==> src/rtl/core/nec_ir_frame_decoder_unit_macros.svh <==
// Assertion macros shared by the NEC IR frame decoder RTL.
`ifndef NEC_IR_FRAME_DECODER_UNIT_MACROS_SVH
`define NEC_IR_FRAME_DECODER_UNIT_MACROS_SVH

`ifndef SYNTH

// Same-cycle implication, checked at every rising edge outside reset.
`define NECIR_ASSERT_IMP(lbl, clk, rst, ante, cons) \
  lbl: assert property (@(posedge clk) disable iff (rst) (ante) |-> (cons)) \
    else $error("necir assertion failed");

// Next-cycle implication, checked at every rising edge outside reset.
`define NECIR_ASSERT_NXT(lbl, clk, rst, ante, cons) \
  lbl: assert property (@(posedge clk) disable iff (rst) (ante) |=> (cons)) \
    else $error("necir assertion failed");

`else

`define NECIR_ASSERT_IMP(lbl, clk, rst, ante, cons)
`define NECIR_ASSERT_NXT(lbl, clk, rst, ante, cons)

`endif

`endif

==> src/rtl/core/necir_pkg.sv <==
// Types and constants of the NEC IR frame decoder.
package necir_pkg;

  localparam int unsigned FRAME_BITS = 32;
  localparam int unsigned REG_COUNT  = 8;

  // Register indexes, taken from paddr[4:2].
  typedef enum logic [2:0] {
    REG_START_PERIOD  = 3'd0,
    REG_START_PULSE   = 3'd1,
    REG_REPEAT_PERIOD = 3'd2,
    REG_REPEAT_PULSE  = 3'd3,
    REG_ZERO_PERIOD   = 3'd4,
    REG_ZERO_PULSE    = 3'd5,
    REG_ONE_PERIOD    = 3'd6,
    REG_ONE_PULSE     = 3'd7
  } reg_index_t;

  localparam logic [15:0] RST_START_PERIOD  = 16'd13500;
  localparam logic [15:0] RST_START_PULSE   = 16'd9000;
  localparam logic [15:0] RST_REPEAT_PERIOD = 16'd11250;
  localparam logic [15:0] RST_REPEAT_PULSE  = 16'd9000;
  localparam logic [15:0] RST_ZERO_PERIOD   = 16'd1125;
  localparam logic [15:0] RST_ZERO_PULSE    = 16'd560;
  localparam logic [15:0] RST_ONE_PERIOD    = 16'd2250;
  localparam logic [15:0] RST_ONE_PULSE     = 16'd560;

  // Count value once the leader and all bit slots are in; the next pair closes.
  localparam logic [5:0] CLOSE_COUNT = 6'(FRAME_BITS + 1);

  typedef struct packed {
    logic        receiving;
    logic [15:0] code;
    logic        frame_ok;
    logic        frame_done;
    logic        accepted;
  } result_t;

endpackage

==> src/rtl/core/nec_ir_frame_decoder_unit.sv <==
// NEC IR frame decoder top level: pair classification, frame shift and checks.
//
// Input words on s_axis carry one measured (period, pulse) timer pair each.
// A pair matching the leader opens a frame; the next 32 pairs are classified
// as zero or one and shifted in LSB first; the pair after that closes the frame
// and reports the 16-bit code when every slot classified and both inverse byte
// checks pass. A leader or repeat pattern in the middle of a frame drops it.
// Every input word gives exactly one output word on m_axis.
// A word is held in the input register, then loaded into the result register and
// can be taken from there. Throughput: one word per cycle while m_tready stays
// high; the classification is a single pass of subtract/compare logic between
// the input register and the result register.
// If the receiver stalls, the result register holds, an empty input register
// takes one more word, and then s_tready drops until m_tready returns.
// Reset (rst, synchronous) empties both registers, ends any frame in progress
// and loads the register defaults. Timing registers are written through the
// APB port and should only be changed while no word is in flight.
`include "nec_ir_frame_decoder_unit_macros.svh"

module nec_ir_frame_decoder_unit #(
  parameter int unsigned TIME_BITS        = 16,
  parameter int unsigned START_PERIOD_TOL = 1000,
  parameter int unsigned START_PULSE_TOL  = 1000,
  parameter int unsigned ZERO_PERIOD_TOL  = 200,
  parameter int unsigned ONE_PERIOD_TOL   = 300,
  parameter int unsigned BIT_PULSE_TOL    = 200
) (
  input  logic        clk,
  input  logic        rst,
  // APB configuration port
  input  logic        psel,
  input  logic        penable,
  input  logic        pwrite,
  input  logic [4:0]  paddr,
  input  logic [31:0] pwdata,
  output logic [31:0] prdata,
  output logic        pready,
  // Input stream
  input  logic        s_tvalid,
  output logic        s_tready,
  input  logic [31:0] s_tdata,   // [15:0] period_time, [31:16] pulse_time
  // Output stream
  output logic        m_tvalid,
  input  logic        m_tready,
  output logic [15:0] m_tdata,   // [15:0] code
  output logic        m_tlast,   // frame_done
  output logic [2:0]  m_tuser    // [0] accepted, [1] frame_ok, [2] receiving
);

  localparam int unsigned MASK_BITS = (TIME_BITS < 16) ? TIME_BITS : 16;
  localparam logic [15:0] TIME_MASK = 16'((17'd1 << MASK_BITS) - 17'd1);
  localparam logic [15:0] START_PER_TOL = 16'(START_PERIOD_TOL);
  localparam logic [15:0] START_PUL_TOL = 16'(START_PULSE_TOL);
  localparam logic [15:0] ZERO_PER_TOL  = 16'(ZERO_PERIOD_TOL);
  localparam logic [15:0] ONE_PER_TOL   = 16'(ONE_PERIOD_TOL);
  localparam logic [15:0] BIT_PUL_TOL   = 16'(BIT_PULSE_TOL);

  function automatic logic near(input logic [15:0] t, input logic [15:0] nom,
                                input logic [15:0] tol);
    logic [15:0] a;
    logic [15:0] b;
    logic [15:0] d;
    a = t & TIME_MASK;
    b = nom & TIME_MASK;
    d = (a >= b) ? (a - b) : (b - a);
    return d <= tol;
  endfunction

  // Configuration registers
  logic [15:0] start_period, start_pulse, repeat_period, repeat_pulse;
  logic [15:0] zero_period, zero_pulse, one_period, one_pulse;
  logic        cfg_we;
  necir_pkg::reg_index_t cfg_idx;

  assign pready  = 1'b1;
  assign cfg_we  = psel && penable && pwrite;
  assign cfg_idx = necir_pkg::reg_index_t'(paddr[4:2]);

  always_ff @(posedge clk) begin
    if (rst) begin
      start_period  <= necir_pkg::RST_START_PERIOD;
      start_pulse   <= necir_pkg::RST_START_PULSE;
      repeat_period <= necir_pkg::RST_REPEAT_PERIOD;
      repeat_pulse  <= necir_pkg::RST_REPEAT_PULSE;
      zero_period   <= necir_pkg::RST_ZERO_PERIOD;
      zero_pulse    <= necir_pkg::RST_ZERO_PULSE;
      one_period    <= necir_pkg::RST_ONE_PERIOD;
      one_pulse     <= necir_pkg::RST_ONE_PULSE;
    end else if (cfg_we) begin
      case (cfg_idx)
        necir_pkg::REG_START_PERIOD:  start_period  <= pwdata[15:0];
        necir_pkg::REG_START_PULSE:   start_pulse   <= pwdata[15:0];
        necir_pkg::REG_REPEAT_PERIOD: repeat_period <= pwdata[15:0];
        necir_pkg::REG_REPEAT_PULSE:  repeat_pulse  <= pwdata[15:0];
        necir_pkg::REG_ZERO_PERIOD:   zero_period   <= pwdata[15:0];
        necir_pkg::REG_ZERO_PULSE:    zero_pulse    <= pwdata[15:0];
        necir_pkg::REG_ONE_PERIOD:    one_period    <= pwdata[15:0];
        necir_pkg::REG_ONE_PULSE:     one_pulse     <= pwdata[15:0];
        default: ;
      endcase
    end
  end

  always_comb begin
    case (cfg_idx)
      necir_pkg::REG_START_PERIOD:  prdata = {16'd0, start_period};
      necir_pkg::REG_START_PULSE:   prdata = {16'd0, start_pulse};
      necir_pkg::REG_REPEAT_PERIOD: prdata = {16'd0, repeat_period};
      necir_pkg::REG_REPEAT_PULSE:  prdata = {16'd0, repeat_pulse};
      necir_pkg::REG_ZERO_PERIOD:   prdata = {16'd0, zero_period};
      necir_pkg::REG_ZERO_PULSE:    prdata = {16'd0, zero_pulse};
      necir_pkg::REG_ONE_PERIOD:    prdata = {16'd0, one_period};
      necir_pkg::REG_ONE_PULSE:     prdata = {16'd0, one_pulse};
      default:                      prdata = 32'd0;
    endcase
  end

  // Input register
  logic        in_valid;
  logic [15:0] in_period;
  logic [15:0] in_pulse;
  logic        advance;
  logic        step;

  // The result register is free when empty or being drained this cycle.
  assign advance  = !m_tvalid || m_tready;
  assign step     = in_valid && advance;
  assign s_tready = !in_valid || advance;

  always_ff @(posedge clk) begin
    if (rst) begin
      in_valid <= 1'b0;
    end else if (s_tready) begin
      in_valid <= s_tvalid;
    end
  end

  always_ff @(posedge clk) begin
    if (s_tready && s_tvalid) begin
      in_period <= s_tdata[15:0];
      in_pulse  <= s_tdata[31:16];
    end
  end

  // Frame state
  logic [5:0]  pair_count, pair_count_next;
  logic [31:0] frame_shift, frame_shift_next;
  logic        bit_error, bit_error_next;
  logic        in_frame, in_frame_next;
  necir_pkg::result_t res_next, res;

  logic is_leader, is_repeat, is_zero, is_one;
  logic idle_slot, closing;
  logic bytes_ok;

  assign is_leader = near(in_period, start_period, START_PER_TOL) &&
                     near(in_pulse, start_pulse, START_PUL_TOL);
  assign is_repeat = near(in_period, repeat_period, START_PER_TOL) &&
                     near(in_pulse, repeat_pulse, START_PUL_TOL);
  assign is_zero   = near(in_period, zero_period, ZERO_PER_TOL) &&
                     near(in_pulse, zero_pulse, BIT_PUL_TOL);
  assign is_one    = near(in_period, one_period, ONE_PER_TOL) &&
                     near(in_pulse, one_pulse, BIT_PUL_TOL);

  assign idle_slot = !in_frame || (pair_count == 6'd0);
  assign closing   = !idle_slot && (pair_count >= necir_pkg::CLOSE_COUNT);
  assign bytes_ok  = (frame_shift[31:24] == ~frame_shift[23:16]) &&
                     (frame_shift[15:8] == ~frame_shift[7:0]);

  always_comb begin
    pair_count_next     = pair_count;
    frame_shift_next    = frame_shift;
    bit_error_next      = bit_error;
    in_frame_next       = in_frame;
    res_next.accepted   = 1'b0;
    res_next.frame_done = 1'b0;
    res_next.frame_ok   = 1'b0;
    res_next.code       = 16'd0;
    if (idle_slot) begin
      if (is_leader) begin
        frame_shift_next  = 32'd0;
        bit_error_next    = 1'b0;
        pair_count_next   = 6'd1;
        in_frame_next     = 1'b1;
        res_next.accepted = 1'b1;
      end else begin
        pair_count_next = 6'd0;
        in_frame_next   = 1'b0;
      end
    end else if (closing) begin
      res_next.accepted   = 1'b1;
      res_next.frame_done = 1'b1;
      if (!bit_error && bytes_ok) begin
        res_next.frame_ok = 1'b1;
        res_next.code     = {frame_shift[31:24], frame_shift[15:8]};
      end
      pair_count_next = 6'd0;
      in_frame_next   = 1'b0;
    end else if (is_leader || is_repeat) begin
      pair_count_next = 6'd0;
      in_frame_next   = 1'b0;
    end else begin
      // A slot matching both patterns counts as a zero; one matching
      // neither shifts in a zero and spoils the frame.
      frame_shift_next  = {(is_one && !is_zero), frame_shift[31:1]};
      bit_error_next    = bit_error || (!is_zero && !is_one);
      pair_count_next   = pair_count + 6'd1;
      res_next.accepted = 1'b1;
    end
    res_next.receiving = in_frame_next;
  end

  always_ff @(posedge clk) begin
    if (rst) begin
      pair_count  <= 6'd0;
      frame_shift <= 32'd0;
      bit_error   <= 1'b0;
      in_frame    <= 1'b0;
    end else if (step) begin
      pair_count  <= pair_count_next;
      frame_shift <= frame_shift_next;
      bit_error   <= bit_error_next;
      in_frame    <= in_frame_next;
    end
  end

  // Result register
  always_ff @(posedge clk) begin
    if (rst) begin
      m_tvalid <= 1'b0;
    end else if (advance) begin
      m_tvalid <= in_valid;
    end
  end

  always_ff @(posedge clk) begin
    if (step) begin
      res <= res_next;
    end
  end

  assign m_tdata = res.code;
  assign m_tlast = res.frame_done;
  assign m_tuser = {res.receiving, res.frame_ok, res.accepted};

  `NECIR_ASSERT_IMP(a_count_range, clk, rst, 1'b1, pair_count <= necir_pkg::CLOSE_COUNT)
  `NECIR_ASSERT_IMP(a_idle_count, clk, rst, !in_frame, pair_count == 6'd0)
  `NECIR_ASSERT_NXT(a_close_idle, clk, rst, step && closing, !in_frame && m_tvalid && m_tlast)
  `NECIR_ASSERT_IMP(a_ok_done, clk, rst, m_tvalid && m_tuser[1], m_tlast && m_tuser[0])
  `NECIR_ASSERT_IMP(a_code_ok, clk, rst, m_tvalid && !m_tuser[1], m_tdata == 16'd0)

endmodule
==> config.mk <==
export PLATFORM = sky130hd
export DESIGN_NAME = nec_ir_frame_decoder_unit
export DESIGN_NICKNAME = d
export VERILOG_FILES = /design/src/rtl/core/necir_pkg.sv /design/src/rtl/core/nec_ir_frame_decoder_unit.sv
export VERILOG_INCLUDE_DIRS = /design/src /design/src/rtl/core
export SDC_FILE = /design/constraint.sdc
export NUM_CORES = 1
export LEC_CHECK = 0
export BUFFER_PORTS_ARGS = -buffer_cell sky130_fd_sc_hd__buf_2
export CORE_MARGIN = 3
export CORE_UTILIZATION = 38
export DETAILED_ROUTE_END_ITERATION = 7
export MAX_ROUTING_LAYER = met4
export PLACE_DENSITY = 0.59
export RECOVER_POWER = 25
export SYNTH_ARGS = -nofsm -noshare
export SYNTH_HDL_FRONTEND = slang
export SYNTH_SLANG_ARGS = --single-unit
==> constraint.sdc <==
create_clock -name clk -period 4.3 [get_ports clk]
set_clock_uncertainty 0.05 [all_clocks]
set_input_delay 0.215 -clock clk [delete_from_list [all_inputs] [get_ports clk]]
set_output_delay 0.215 -clock clk [all_outputs]
set_load 0.005 [all_outputs]
After elaboration in Yosys (flattened, before gate mapping) --
Index checks and enable logic that the tools add are counted.
Word-level totals: logic and storage cells 139, output and inout bits 55, input port bits 76, flip-flop bits (word level) 222
Cells by class: bitwise operators 4, $lt $le $gt $ge 17, reductions and logical operators 38, muxes and demuxes 30, $add $sub $neg 17, equality and inequality tests 12
Operators by type and width (count):
- $pmux W32 S8 | 1
- $sub A16 B16 Y16 | 16
- $ge A16 B16 Y1 | 8
- $mux W16 | 8
- $mux W32 | 4
- $le A16 B10 Y1 const B | 4
- $le A16 B8 Y1 const B | 3
- $mux W6 | 3
- $eq A8 B8 Y1 | 2
- $le A16 B9 Y1 const B | 1
- $not A8 Y8 | 2
- $reduce_and A2 Y1 | 8
- $mux W1 | 14
- $logic_and A1 B1 Y1 | 13
- $eq A3 B3 Y1 const B | 4
- $logic_not A1 Y1 | 7
- $add A6 B1 Y6 const B | 1
- $eq A3 B2 Y1 const B | 2
- $ge A6 B6 Y1 const B | 1
- $logic_not A6 Y1 | 1
- $ne A2 B2 Y1 const B | 3
- $logic_or A1 B1 Y1 | 5
- $reduce_and A4 Y1 | 1
- $eq A3 B1 Y1 const B | 1
- other kinds (4) | 5

Depth between registers and ports, before layout --
depth after elaboration 10, depth in mapped cells 18

Worst setup path before layout --
OpenSTA, ideal clock, no wires.
kind register to register, start reg in_pulse[8], end reg frame_shift[31], path slack 0.498 ns, data arrival time 3.651 ns, path buffers 2, stages on the path, launching flop included 16, setup time 0.101 ns, data required time 4.149 ns, cells stage by stage edfxtp_1 > ha_1 > buf_2 > and4_4 > nand3_1 > or4_4 > nand3_2 > buf_6 > mux2i_1 > o211ai_1 > xor2_1 > nor4_1 > nand4_1 > or4_1 > nand2b_1 > o41ai_1
On the way: longest elaborated chain between the ends 9, elaborated cells on any way between the ends 33, those cells by class 8 x add/sub; 8 x order compare; 2 x eq/ne; 7 x mux; 8 x reduce/logical
Ends and longest elaborated chain:
- start: declaration | RTL line nec_ir_frame_decoder_unit.sv:121 | logic [15:0] in_pulse;
- start signal: assignment | RTL line nec_ir_frame_decoder_unit.sv:141 | in_pulse <= s_tdata[31:16];
- $sub A16 B16 Y16 / $ge A16 B16 Y1 (equally long branches) | RTL line nec_ir_frame_decoder_unit.sv:65 | d = (a >= b) ? (a - b) : (b - a);
- $mux W16 | RTL line nec_ir_frame_decoder_unit.sv:65
- $le A16 B8 Y1 | RTL line nec_ir_frame_decoder_unit.sv:66 | return d <= tol;
- $logic_and A1 B1 Y1 | RTL line nec_ir_frame_decoder_unit.sv:160 | assign is_zero = near(in_period, zero_period, ZERO_PER_TOL) &&
- $logic_not A1 Y1 | RTL line nec_ir_frame_decoder_unit.sv:205 | frame_shift_next = {(is_one && !is_zero), frame_shift[31:1]};
- $logic_and A1 B1 Y1 | RTL line nec_ir_frame_decoder_unit.sv:205
- $mux W32 | RTL line nec_ir_frame_decoder_unit.sv:199 | end else if (is_leader || is_repeat) begin
- $mux W32 | RTL line nec_ir_frame_decoder_unit.sv:190 | end else if (closing) begin
- $mux W32 | RTL line nec_ir_frame_decoder_unit.sv:179 | if (idle_slot) begin
- end signal: assignment | RTL line nec_ir_frame_decoder_unit.sv:221 | frame_shift <= frame_shift_next;
- end: declaration | RTL line nec_ir_frame_decoder_unit.sv:147 | logic [31:0] frame_shift, frame_shift_next;
Several ways; a longest one is shown, not always the timed one. The select of a mux whose other input is x is not followed. A chain may end at the register's enable or synchronous reset.

Final worst setup path --
start reg in_pulse[12], end reg frame_shift[31]
Same word-level chain as after synthesis.

==> flow_summary.json <==
{
  "boundaryPins": 131,
  "numClockSinks": 222,
  "flip_flop_and_latch_count_after_synthesis": 222,
  "worst_pin_slew_ps": 1430,
  "wire_per_inst_um": 22.7,
  "power_density_nw_per_um2": 239,
  "tritoncts_clock_tree": "built",
  "via_count_of_the_first_global_routing_pass": 21424,
  "critPathMaxStageDelay_ps": 490,
  "synth_cells": 2749,
  "fmax_ghz": 0.227,
  "fp-row-count": 86,
  "clkLatencyLatePin_ps": 570,
  "max_capacitance_violation_count": 0,
  "drv_slew": 0,
  "remaining_drc_errors": 0,
  "timing_worst_setup_path_type": "flop to flop",
  "crit_end": "frame_shift[31]$_SDFFE_PP0P_",
  "hold_viol": 0,
  "startpoint_of_the_worst_register_to_register_path": "in_pulse[12]$_DFFE_PP_",
  "largest-register": "frame_shift",
  "avgSynthCellArea_um2": 7.74,
  "place_ws_ps": -228,
  "post-route-period-util_pct": 103,
  "synth-edff-count": 52,
  "fraction_of_registers_with_async_set_or_reset_after_synthesis_pct": 0,
  "routed_antenna_nets": 0,
  "initial_utilization_pct": 38.5,
  "synthDistinctLibCells": 99,
  "tritoncts.num_buffers": 28,
  "synthesis.area_um2": 21300,
  "antenna_found_initial": 3,
  "critPathCaptureType": "flop",
  "post_synth_main_area_contributors": "sky130_fd_sc_hd__dfxtp_1 (16%), sky130_fd_sc_hd__ha_1 (15%), sky130_fd_sc_hd__edfxtp_1 (7.3%), sky130_fd_sc_hd__a21oi_1 (7.1%), sky130_fd_sc_hd__nand2_1 (5.5%)",
  "rrSetupSlack_ps": -110,
  "violations_in_the_final_reports": "negative setup slack",
  "report.final.setup_viol": 18,
  "area.growth.synth_to_final_pct": 30.3,
  "fin_crit_ps": 4410,
  "largest_register_ff_count": 32,
  "firstDrtPassIters": 6,
  "synth.largest_area_cell": "sky130_fd_sc_hd__dfxtp_1",
  "clk_transition_reported_paths_ps": 60,
  "synth-seq-area-share_pct": 23.3,
  "design.core.area_um2": 55300,
  "netlist.area_leader.share_pct": 16.0,
  "crit_path_start": "in_pulse[12]$_DFFE_PP_",
  "die_height_um": 243,
  "critical_path.most_common_cell": "sky130_fd_sc_hd__buf_4",
  "clockBufferDepth": 3,
  "cp_cell_sequence": "buf_4 -> ha_1 -> and3_1 -> and4_1 -> o211ai_1 -> buf_4 -> and4b_1 -> o21ai_0 -> a32oi_1 -> o211ai_1 -> o21ai_1 -> buf_4 -> a21oi_2 -> nor4b_4 -> buf_6 -> buf_12 -> or4bb_1 -> o41ai_2",
  "place_area_um2": 25400,
  "cts-htree-levels": 1,
  "critical_path.n_buffers_inverters": 5,
  "routabilityCongestion": 1.02,
  "detailroute.via_count": 22917,
  "run_status": "finished with violations",
  "critPathTopFamily": "simple AND/OR/NAND/NOR gates",
  "detail_route.iter0.violations": 2221,
  "crit_fanout": 9,
  "cts.root.buffer_cell": "sky130_fd_sc_hd__clkbuf_16",
  "arr_time_crit_path_ps": 4820,
  "worst_hold_path_type": "input pin to flop",
  "worstReg2RegEnd": "frame_shift[31]$_SDFFE_PP0P_",
  "totalWireLength_um": 91000,
  "power.leakage_nw": 11.9,
  "grt_setup_unrepaired": "yes",
  "global_route_wire_length_before_repair_um": 134000,
  "r2r.worst_path.cells": 18,
  "final_critical_path_setup_slack_ps": -110,
  "final_non_filler_cell_area_um2": 27700,
  "port_buffers": 95,
  "maxSlewHeadroom_pct": 4.49,
  "drive_above_1_share_pct": 24.0,
  "yosysWarnings": 0,
  "dp_hpwl_um": 72200,
  "whs_path_depth": 3,
  "avgViaCountPerCell": 5.72,
  "die_x_um": 243,
  "nets": 3559,
  "worst_case_hold_slack_ps": 21.8,
  "worstSetupPathDepth": 18,
  "grt_remaining_overflow": 0,
  "grt_start_max_net_pins": 136,
  "grt_use_total_pct": 30.2,
  "required_ps": 4710,
  "cpMaxStageDelayCell": "sky130_fd_sc_hd__or4bb_1",
  "dominantRegCellSynth": "sky130_fd_sc_hd__dfxtp_1",
  "floorplan.die_area_um2": 58900,
  "critPathLaunchType": "flop",
  "vdd_ir_drop_max_uv": 267
}
routing by layer:
layer / GRT usage, % / vias to the layer above / part of all wire (%)
li1: - / 10774 / -
met1: 42.1 / 11060 / 45
met2: 45.3 / 930 / 44
met3: 4.51 / 153 / 8.2
met4: 8.96 / 0 / 3.2
met5: - / - / 0
worst min-delay path by stage:
| stage | slack (ps) | start | end |
|---|---|---|---|
| after CTS | 3 | pwdata[0] | zero_pulse[0]$_SDFFE_PP0P_ |
| final | 20 | pwdata[11] | start_period[11]$_SDFFE_PP0P_ |
| after global routing | 30 | pwdata[0] | start_pulse[0]$_SDFFE_PP0P_ |
| after detailed placement | 340 | s_tdata[21] | in_pulse[5]$_DFFE_PP_ |
| after global placement | 340 | s_tdata[28] | in_pulse[12]$_DFFE_PP_ |
| after floorplan | 260 | s_tdata[0] | in_period[0]$_DFFE_PP_ |
stage by stage:
step	TNS [ps]	utilization, %	power [mW]	instances
after floorplan	0	-	3.27	2764
after global placement	-426	45.9	3.99	3886
after detailed placement	-541	45.9	4.00	3886
after CTS	-15.6	48.6	6.54	3979
after global routing	-5660	50.1	6.90	4004
final	-291	50.1	6.64	4005
Yosys cell counts (15+ instances only):
master                     number
sky130_fd_sc_hd__nand2_1      311
sky130_fd_sc_hd__a21oi_1      304
sky130_fd_sc_hd__ha_1         252
sky130_fd_sc_hd__nor2_1       206
sky130_fd_sc_hd__inv_1        203
sky130_fd_sc_hd__dfxtp_1      170
sky130_fd_sc_hd__o21ai_0      108
sky130_fd_sc_hd__nand3_1       86
sky130_fd_sc_hd__clkbuf_1      82
sky130_fd_sc_hd__mux2i_1       64
sky130_fd_sc_hd__xor2_1        56
sky130_fd_sc_hd__edfxtp_1      52
sky130_fd_sc_hd__xnor2_1       48
sky130_fd_sc_hd__a21o_1        47
sky130_fd_sc_hd__nor3_1        47
sky130_fd_sc_hd__a211o_1       45
sky130_fd_sc_hd__buf_2         39
sky130_fd_sc_hd__nand3b_1      39
sky130_fd_sc_hd__nand4_1       39
sky130_fd_sc_hd__and2_1        33
sky130_fd_sc_hd__a31oi_1       31
sky130_fd_sc_hd__a211oi_1      27
sky130_fd_sc_hd__o21a_1        25
sky130_fd_sc_hd__buf_4         24
sky130_fd_sc_hd__nand2b_1      24
sky130_fd_sc_hd__a221oi_1      22
sky130_fd_sc_hd__o21bai_1      20
sky130_fd_sc_hd__nor2b_1       19
sky130_fd_sc_hd__clkbuf_2      16
sky130_fd_sc_hd__o211ai_1      16
sky130_fd_sc_hd__o31ai_1       15
sky130_fd_sc_hd__or3_1         15
cells in the final DEF, fill, tap and decap left out, drive strengths merged, types with 12 or more instances in the layout:
cell,netlist,layout
a211o,45,45
a211oi,30,30
a21o,47,47
a21oi,305,305
a221oi,26,26
a22oi,12,12
a31oi,31,31
and2,34,34
and3,14,14
buf,76,551
clkbuf,98,64
conb,2,17
dfxtp,170,170
dlygate4sd3,0,36
edfxtp,52,52
ha,252,252
inv,203,203
mux2i,64,64
nand2,313,313
nand2b,24,24
nand3,88,88
nand3b,39,39
nand4,39,39
nor2,206,206
nor2b,19,19
nor3,47,47
nor4,15,15
o211ai,16,16
o21a,25,25
o21ai,116,116
o21bai,20,20
o31ai,19,19
or2,14,14
or3,15,15
xnor2,48,48
xor2,56,56
layout make-up:
type / instances / area, um^2
Fill cell: 5423 / 27600
Multi-Input combinational cell: 2164 / 15500
Sequential cell: 222 / 4960
Timing Repair Buffer: 611 / 4540
Tap cell: 748 / 936
Clock buffer: 40 / 860
Inverter: 204 / 766
Clock inverter: 12 / 118
Antenna cell: 4 / 10.0
cell families (layout without fill, tap and decap cells):
family,Yosys count,in the layout,share of synthesized area (%)
AOI/OAI and AO/OA,810,810,25.1
xor gates and xnor gates,104,104,4.28
adders and majority gates,252,252,14.8
buffers and inverters,378,867,7.55
DFF,222,222,23.3
muxes,82,82,4.44
other,2,21,0.0353
and+or+nand+nor,899,899,20.4
worst register-to-register path, delay by kind of cell, from the launching register on:
| family | cells | cell delay (ps) |
|---|---|---|
| fa+ha+maj | 1 | 370 |
| flops | 1 | 480 |
| buf+inv | 5 | 910 |
| compound gates | 7 | 1220 |
| simple gates | 5 | 1260 |
repair_timing:
action / in CTS / in global routing
hold endpoints to repair: 37 / 0
endpoints found under the setup margin: 30 / 42
gates resized for setup: 32 / 126
hold buffers: 36 / 0
cloned: 0 / 2
setup buffers: 5 / 20
pin swaps: 7 / 47
where the power goes:
group	internal, mW	total (mW)	switching [mW]	leakage, nW
Clock	1.51	2.51	1.00	0.482
Combinational	0.824	1.92	1.10	9.55
Sequential	2.18	2.21	0.0335	1.86
Total	4.51	6.64	2.14	11.9
No activity file was read; power rests on OpenSTA's default activity.
